**src/pmt_pkg.sv**
```systemverilog
// shared types, constants and register codes of the preshape memory trace
package pmt_pkg;

  localparam int IDX_W             = 12;
  localparam int DATA_W            = 16;
  localparam int TIME_W            = 16;
  localparam int CFG_IDX_W         = 4;
  localparam int FIELD_ENTRIES_DEF = 4096;

  // rate and sigmoid are unsigned q0.16 with 1.0 representable
  localparam int RATE_W = 17;
  // rate times sigmoid product, up to 2^32
  localparam int K_W    = 33;

  localparam logic [15:0] BUILD_UP_RST  = 16'd100;
  localparam logic [15:0] DECAY_RST     = 16'd1000;
  localparam logic [15:0] THRESHOLD_RST = 16'd128;
  localparam logic [15:0] STEEPNESS_RST = 16'd1000;

  typedef enum logic [CFG_IDX_W-1:0] {
    REG_BUILD_UP  = 4'd0,
    REG_DECAY     = 4'd1,
    REG_THRESHOLD = 4'd2,
    REG_STEEPNESS = 4'd3
  } cfg_reg_e;

  typedef enum logic {
    OP_UPDATE = 1'b0,
    OP_CLEAR  = 1'b1
  } op_e;

  typedef struct packed {
    logic [15:0]        build_up;
    logic [15:0]        decay;
    logic signed [15:0] threshold;
    logic [15:0]        steepness;
  } cfg_t;

  // word leaving the sigmoid and rate pipeline
  typedef struct packed {
    logic                     valid;
    op_e                      op;
    logic [IDX_W-1:0]         idx;
    logic signed [DATA_W-1:0] x;
    logic signed [DATA_W-1:0] p;
    logic [K_W-1:0]           ku;
    logic [K_W-1:0]           kd;
  } front_t;

  typedef struct packed {
    logic adv;
    logic hazard;
    logic clr_done;
  } ctl_t;

endpackage

```
**src/pmt_back.sv**
```systemverilog
// read, euler update, saturate and write back, with same-entry interlock
module pmt_back #(
  parameter int FIELD_ENTRIES = pmt_pkg::FIELD_ENTRIES_DEF,
  localparam int AW = (FIELD_ENTRIES > 1) ? $clog2(FIELD_ENTRIES) : 1
) (
  input  logic                              clk_i,
  input  logic                              rst_ni,
  input  pmt_pkg::front_t                   fi_i,
  output pmt_pkg::ctl_t                     ctl_o,
  output logic [AW-1:0]                     ram_raddr_o,
  input  logic [pmt_pkg::DATA_W-1:0]        ram_rdata_i,
  output logic                              ram_we_o,
  output logic [AW-1:0]                     ram_waddr_o,
  output logic [pmt_pkg::DATA_W-1:0]        ram_wdata_o,
  output logic                              out_valid_o,
  input  logic                              out_ready_i,
  output logic [pmt_pkg::IDX_W-1:0]         out_index_o,
  output logic signed [pmt_pkg::DATA_W-1:0] out_act_o
);

  localparam int IW = pmt_pkg::IDX_W;

  logic adv, hazard, f_inr, f_upd;

  logic                     b1_v_q, b1_upd_q;
  pmt_pkg::op_e             b1_op_q;
  logic [IW-1:0]            b1_idx_q;
  logic signed [15:0]       b1_x_q, b1_p_q;
  logic [pmt_pkg::K_W-1:0]  b1_ku_q, b1_kd_q;
  logic signed [15:0]       a1;
  logic signed [16:0]       diff;

  logic                     b2_v_q, b2_upd_q;
  pmt_pkg::op_e             b2_op_q;
  logic [IW-1:0]            b2_idx_q;
  logic signed [15:0]       b2_p_q, b2_a_q;
  logic signed [33:0]       b2_pul_q;
  logic signed [34:0]       b2_puh_q;
  logic signed [32:0]       b2_pdl_q;
  logic signed [33:0]       b2_pdh_q;
  logic signed [51:0]       up_sum, dn_sum, inner;

  logic                     b3_v_q, b3_upd_q;
  pmt_pkg::op_e             b3_op_q;
  logic [IW-1:0]            b3_idx_q;
  logic signed [15:0]       b3_p_q, b3_a_q;
  logic signed [27:0]       b3_in_q;
  logic signed [43:0]       prod;

  logic                     b4_v_q, b4_upd_q;
  pmt_pkg::op_e             b4_op_q;
  logic [IW-1:0]            b4_idx_q;
  logic signed [15:0]       b4_a_q;
  logic signed [27:0]       b4_ch_q;
  logic signed [28:0]       sum;
  logic signed [15:0]       nv;

  logic                     out_v_q;
  logic [IW-1:0]            out_idx_q;
  logic signed [15:0]       out_act_q;

  assign adv   = !out_v_q || out_ready_i;
  assign f_inr = (32'(fi_i.idx) < 32'(FIELD_ENTRIES));
  assign f_upd = fi_i.valid && (fi_i.op == pmt_pkg::OP_UPDATE) && f_inr;

  // an entry still on its way to write back must not be read again
  assign hazard = f_upd && (
      (b1_v_q && b1_upd_q && (b1_idx_q == fi_i.idx)) ||
      (b2_v_q && b2_upd_q && (b2_idx_q == fi_i.idx)) ||
      (b3_v_q && b3_upd_q && (b3_idx_q == fi_i.idx)) ||
      (b4_v_q && b4_upd_q && (b4_idx_q == fi_i.idx)));

  // read data always belongs to the word held in b1
  assign ram_raddr_o = adv ? AW'(fi_i.idx) : AW'(b1_idx_q);

  assign a1   = $signed(ram_rdata_i);
  assign diff = 17'(b1_x_q) - 17'(a1);

  assign up_sum = (52'(b2_puh_q) <<< 16) + 52'(b2_pul_q);
  assign dn_sum = (52'(b2_pdh_q) <<< 16) + 52'(b2_pdl_q);
  assign inner  = up_sum - dn_sum;

  assign prod = 44'(b3_in_q) * 44'(b3_p_q);

  assign sum = 29'(b4_a_q) + 29'(b4_ch_q);
  always_comb begin
    if (sum > 29'sd32767) begin
      nv = 16'sh7fff;
    end else if (sum < -29'sd32768) begin
      nv = -16'sh8000;
    end else begin
      nv = 16'(sum);
    end
  end

  always_ff @(posedge clk_i or negedge rst_ni) begin
    if (!rst_ni) begin
      b1_v_q  <= 1'b0;
      b2_v_q  <= 1'b0;
      b3_v_q  <= 1'b0;
      b4_v_q  <= 1'b0;
      out_v_q <= 1'b0;
    end else if (adv) begin
      b1_v_q  <= fi_i.valid && !hazard;
      b2_v_q  <= b1_v_q;
      b3_v_q  <= b2_v_q;
      b4_v_q  <= b3_v_q;
      out_v_q <= b4_v_q;
    end
  end

  always_ff @(posedge clk_i) begin
    if (adv) begin
      b1_op_q  <= fi_i.op;
      b1_upd_q <= (fi_i.op == pmt_pkg::OP_UPDATE) && f_inr;
      b1_idx_q <= fi_i.idx;
      b1_x_q   <= fi_i.x;
      b1_p_q   <= fi_i.p;
      b1_ku_q  <= fi_i.ku;
      b1_kd_q  <= fi_i.kd;

      b2_op_q  <= b1_op_q;
      b2_upd_q <= b1_upd_q;
      b2_idx_q <= b1_idx_q;
      b2_p_q   <= b1_p_q;
      b2_a_q   <= a1;
      b2_pul_q <= 34'(diff) * 34'($signed({1'b0, b1_ku_q[15:0]}));
      b2_puh_q <= 35'(diff) * 35'($signed({1'b0, b1_ku_q[32:16]}));
      b2_pdl_q <= 33'(a1) * 33'($signed({1'b0, b1_kd_q[15:0]}));
      b2_pdh_q <= 34'(a1) * 34'($signed({1'b0, b1_kd_q[32:16]}));

      b3_op_q  <= b2_op_q;
      b3_upd_q <= b2_upd_q;
      b3_idx_q <= b2_idx_q;
      b3_p_q   <= b2_p_q;
      b3_a_q   <= b2_a_q;
      b3_in_q  <= 28'(inner >>> 24);

      b4_op_q  <= b3_op_q;
      b4_upd_q <= b3_upd_q;
      b4_idx_q <= b3_idx_q;
      b4_a_q   <= b3_a_q;
      b4_ch_q  <= 28'(prod >>> 16);

      out_idx_q <= (b4_op_q == pmt_pkg::OP_CLEAR) ? '0 : b4_idx_q;
      out_act_q <= b4_upd_q ? nv : '0;
    end
  end

  assign ram_we_o    = adv && b4_v_q && b4_upd_q;
  assign ram_waddr_o = AW'(b4_idx_q);
  assign ram_wdata_o = nv;

  assign ctl_o.adv      = adv;
  assign ctl_o.hazard   = hazard;
  assign ctl_o.clr_done = adv && b4_v_q && (b4_op_q == pmt_pkg::OP_CLEAR);

  assign out_valid_o = out_v_q;
  assign out_index_o = out_idx_q;
  assign out_act_o   = out_act_q;

endmodule

```
**config.mk**
```make
export PLATFORM = sky130hd
export DESIGN_NAME = pmt_back
export DESIGN_NICKNAME = d
export VERILOG_FILES = /design/src/pmt_pkg.sv /design/src/pmt_back.sv
export SDC_FILE = /design/constraint.sdc
export NUM_CORES = 2
export LEC_CHECK = 0
export BUFFER_PORTS_ARGS = -buffer_cell sky130_fd_sc_hd__buf_2
export CAP_MARGIN = 20
export CORE_MARGIN = 5
export CORE_UTILIZATION = 56
export CTS_CLUSTER_SIZE = 8
export DETAILED_ROUTE_END_ITERATION = 16
export PLACE_DENSITY_LB_ADDON = 0.12
export SETUP_SLACK_MARGIN = 0.5
export SLEW_MARGIN = 20
export SYNTH_ARGS = -nofsm -noshare
export SYNTH_HDL_FRONTEND = slang
export SYNTH_SLANG_ARGS = --single-unit
```
**constraint.sdc**
```tcl
create_clock -name clk_i -period 42.3 [get_ports clk_i]
set_input_delay 2.115 -clock clk_i [delete_from_list [all_inputs] [get_ports clk_i]]
set_output_delay 2.115 -clock clk_i [all_outputs]
set_load 0.05 [all_outputs]
```
Word-level counts from Yosys, hierarchy flattened
Cells that the tools add are included.
Widths: inputs -> output; s select.

word-level totals
  input bits = 131
  memory bits (writable) = 0
  latch bits = 0
  output and inout port bits = 73
  logic and storage cells = 74
  memory bits (read-only) = 0
  memories = 0
  bits in registers = 459

cells by class
  $mul = 5
  shifts and indexed selects = 0
  add/sub/neg operators = 5
  bitwise logic cells = 1
  mux-type cells = 3
  div/mod/pow operators = 0
  reduce and logical (&&, ||, !) cells = 20
  equality and inequality tests = 4
  $lt $le $gt $ge = 2

operator list
  operator              number
  $add 51x34->52        1
  $sub 52x51->52        1
  $add 50x33->51        1
  $eq 12x12->1          4
  $mul 28x16->44        1
  $mul 17x18->35        1
  $mul 16x18->34        1
  $mul 17x17->34        1
  $mul 16x17->33        1
  $mux 16               2
  $add 16x28->29        1
  $gt 29x16->1 const B  1
  $lt 29x16->1 const B  1
  $sub 16x16->17        1
  $logic_and 1x1->1     14
  $mux 12               1
  $logic_or 1x1->1      4
  $logic_not 1->1       2
  $not 1->1             1

Longest topological paths before layout
  word-level depth = 8
  gate-level depth with buffers = 39
  depth with buffers taken out = 37

Least setup slack after synthesis
OpenSTA, ideal clock, no wires.

  path type = input port to output port
  start = input port out_ready_i
  end = output port ctl_o[2] (netlist name)
  required time = 40.185 ns
  stages on the path = 5
  arrival time = 16.121 ns
  path slack = 24.064 ns
  buffers on the path = 3
  cells stage by stage = nor2b_1 > clkbuf_1 > clkinv_1 > clkbuf_1 > buf_4

between the ends
  cells in the longest elaborated chain, start to end = 1

RTL lines
  element           line            source
  from (decl)       pmt_back.sv:16  input logic out_ready_i,
  $logic_or 1x1->1  pmt_back.sv:62  assign adv = !out_v_q || out_ready_i;
  to (decl)         pmt_back.sv:9   output pmt_pkg::ctl_t ctl_o,

No other way between the ends.

Worst setup path after layout
  start = input port ram_rdata_i[0] (netlist name)
  end = register b2_pul_q[32] (data pin)

between the ends
  cells in the longest elaborated chain, start to end = 2

RTL lines
  element               line             source
  from (decl)           pmt_back.sv:11   input logic [pmt_pkg::DATA_W-1:0] ram_rdata_i,
  $sub 16x16->17        pmt_back.sv:77   assign diff = 17'(b1_x_q) - 17'(a1);
  $mul 17x17->34        pmt_back.sv:127  b2_pul_q <= 34'(diff) * 34'($signed({1'b0, b1_ku_q[15:0]}));
  to (signal assigned)  pmt_back.sv:127
  to (decl)             pmt_back.sv:37   logic signed [33:0] b2_pul_q;

No other way between the ends.
A chain may end at the register's enable or synchronous reset.

==> summary.txt <==
Timing
  • Setup-failing EPs final: 0
  • Final min period: 11240 ps
  • Worst clock skew: between 50 and 60 ps
  • Max-slew violations: 0
  • Unrepaired setup endpoints after global routing: no
  • Worst slew pin tran: approximately 1100 ps
  • Fin. Hold Viols: 0
  • Achievable Freq: slightly below 90 MHz
  • Fin Setup TNS: 0 ps
  • Slew headroom: a little over a quarter
  • Tcrit/Tclk final: a little over a quarter

Die
  • Initial core utilization: between 50 and 60%
  • Number of core rows: 133
  • Die Span Y: around 370 µm
  • Top Ports: 204
  • CORE AREA: between 100000 and 150000 µm²
  • Die Span X: between 300 and 400 µm
  • Die area: 138900 µm²

Yosys
  • Post-synth EDFFs: approximately 440
  • XOR/XNOR share of the synthesized area: under 10%
  • Syn_nets: approximately 9600
  • Leading area contributor after synthesis: fa_1
  • Async SR Flop Fraction: between 1 and 1.5%
  • Yosys Warn Count: 0
  • Yosys reg bits: approximately 460
  • Seq/Total Area, Yosys: a little under a fifth
  • Post-Syn Area per Cell: 10.02 µm²
  • Synth Cell Area: 73650 µm²
  • Synth Area in Simple Gates: 13.16%
  • Unique cell type count in the Yosys netlist: 93
  • Main synth FF type: edfxtp_1
  • Compound-cell area share of the yosys netlist: about 5.3%
  • Most area-consuming cells after synthesis: fa_1, edfxtp_1, ha_1, inv_1, nand2_1
  • Mux share of post-synthesis cell area: less than 1%
  • Synth Instances: around 7400
  • Synth Area in Adders: roughly half
  • Synth top area share: a little under two fifths
  • Main combinational cell family by area after synthesis: adder cells

Layout
  • Share of cells above drive strength 1: 5.627%
  • Fillers: 11465
  • Layout area overhead: 6.909%
  • Nets@finish: roughly 9600
  • Area of the multi-input gates: about 53000 µm²
  • Sequential Area: 13640 µm²

Run
  • Maxcap violations: 0

Setup path
  • CP max stage cell: a31oi_2
  • Top Family by Delay on Critical Path: adder cells
  • Critical Path RT: ~43000 ps
  • Crit path buffers/inverters: 6
  • CP endpoint kind: flop
  • R2r setup slk: about 33000 ps
  • CP arrival: about 12000 ps
  • Worst Path Max Fanout: 35
  • Crit path kind: in -> reg
  • Setup crit start kind: primary input
  • Cell mode on critical path: fa_1
  • CP peak stage delay: just over 600 ps

Clocking
  • Hold_buf cts: 0
  • Maximum root-to-sink buffer count: 3
  • Post-cts sizing count: 0
  • Worst-Skew Late Latency: about 700 ps
  • CTS H-tree depth: 3
  • Setup bufs post-CTS: 0
  • Root Driver: clkbuf_16
  • CTS tree: done
  • CTS clk-pin slew, worst paths: ~50 ps
  • TritonCTS buffer count: 74
  • Num Clock Sinks: 459

Route
  • Drt wl/cell: just under 20 µm
  • DR iter-0 viols: 3003
  • Initial DRT Pass Iterations: 5
  • Drt via density: approximately 5.4
  • DRC viols: 0
  • Vias: 49707
  • Post-route ant nets: 0
  • WL final: 180.4 mm

Global routing
  • Largest net degree at the start of global routing: roughly 150
  • Global-route wire length before repair: around 290 mm
  • GRT overflow: 0
  • GR Util All Layers: a little over a quarter
  • Vias in the first global route: between 50000 and 60000
  • Initial antenna violation count: 3

Placed design
  • RD Place Congestion: ~0.9
  • Post-DP HPWL: 136.7 mm
  • # port buffers: just over 200

Run status
  • Outcome: finished clean

Worst hold path
  • Hold/Removal Path Class: reg -> reg
## cells in the mapped netlist (10+ instances only)
cell type  number
nand2b_1       88
nor2_1        122
clkbuf_1      264
a211oi_1       18
xor2_1         81
nor3_1         22
nor4_1         11
nand3_1        57
dfxtp_1        12
nor2b_1        95
o21bai_1       38
fa_1         1405
edfxtp_1      442
nand4_1        25
buf_1          10
a21oi_1       176
xnor2_1       174
a31oi_1        18
ha_1          684
o21ai_1        21
and2_1        518
inv_1        1699
a21o_1         83
o21a_1         21
nand2_1       976
and3_1         39
o21ai_0        74
## path summary, 6_finish.rpt
kind	start	end	cells after the start
worst max-delay path	ram_rdata_i[0]	b2_pul_q[32]	36
worst min-delay path	b3_a_q[15]	b4_a_q[15]	0
worst max register to register	b1_x_q[0]	b2_pul_q[32]	35
worst min register to register	b3_a_q[15]	b4_a_q[15]	0
max in group asynchronous	rst_ni	out_valid_o	1
min in group asynchronous	rst_ni	b1_v_q	1
## logic make-up (layout without fill, tap and decap cells)
logic type	Yosys count	count (layout)
buf+inv	1981	2094
fa+ha+maj	2089	2089
mux	1	1
xor+xnor	255	255
flops	459	459
other cells	0	1
simple gates	1994	1994
compound gates	572	572
## state kept, by name, summed over array words and instances, names as in the netlist, 16 cells and up
signal	count
b1_kd_q	33
b4_ch_q	28
b3_a_q	16
b1_ku_q	33
b3_in_q	28
b2_a_q	16
b2_p_q	16
out_act_o	16
b4_a_q	16
b2_pdl_q	33
b2_puh_q	35
b1_x_q	16
b1_p_q	16
b2_pdh_q	34
b2_pul_q	34
b3_p_q	16
## area by class of cell
cell class / count / share of cell area (%)
inverter: 1700 / 8.114
antenna: 1 / 0.003178
timing repair buffer: 272 / 1.964
clock inverter: 22 / 0.4402
multi-input combinational: 4911 / 66.83
tap: 1755 / 2.789
sequential: 459 / 17.32
clock buffer: 100 / 2.541
## routing by layer
| layer | share of wire (%) | GRT usage [%] |
|---|---|---|
| met3 | 5.9 | 4.363 |
| met5 | 0 | 0 |
| met2 | 49 | 45.33 |
| met4 | 3.3 | 8.161 |
| met1 | 42 | 35.60 |
## stage by stage
step                      util, %  hold WS (ps)  setup WS [ps]  cells  instance area (µm²)
after floorplan                 -         400.3          24060   7351                73650
after global placement      58.25         402.6          30500   9097                76390
after detailed placement    58.25         404.5          30370   9097                76390
after CTS                   60.04         381.5          31080   9219                78730
after global routing        60.04         405.2          30380   9219                78730
final                       60.04         388.8          31060   9220                78740
## layout by cell type, fill, tap and decap left out, types with 9 or more instances in the layout
cell type	count
o21a_1	21
buf_4	68
xor2_1	80
nor4_1	11
buf_2	203
a211oi_1	17
nand2_1	976
o21ai_0	74
nand4_1	25
a211o_1	9
xnor2_1	168
and3_1	39
a21o_1	83
clkbuf_16	75
dfxtp_1	12
inv_1	1699
o2bb2ai_2	9
a21boi_0	9
o31ai_1	9
edfxtp_1	442
nand2b_1	88
a21oi_1	176
clkbuf_1	22
nor3_1	22
o21ai_1	20
and2_1	518
nor2_1	118
ha_1	684
or3_1	9
o21bai_1	38
nand3_1	57
nor2b_1	95
a31oi_1	18
fa_1	1405
Power is left out: the tool's default activity adds up to more than one toggle a clock period on the data nets, which glitch-free logic cannot reach.
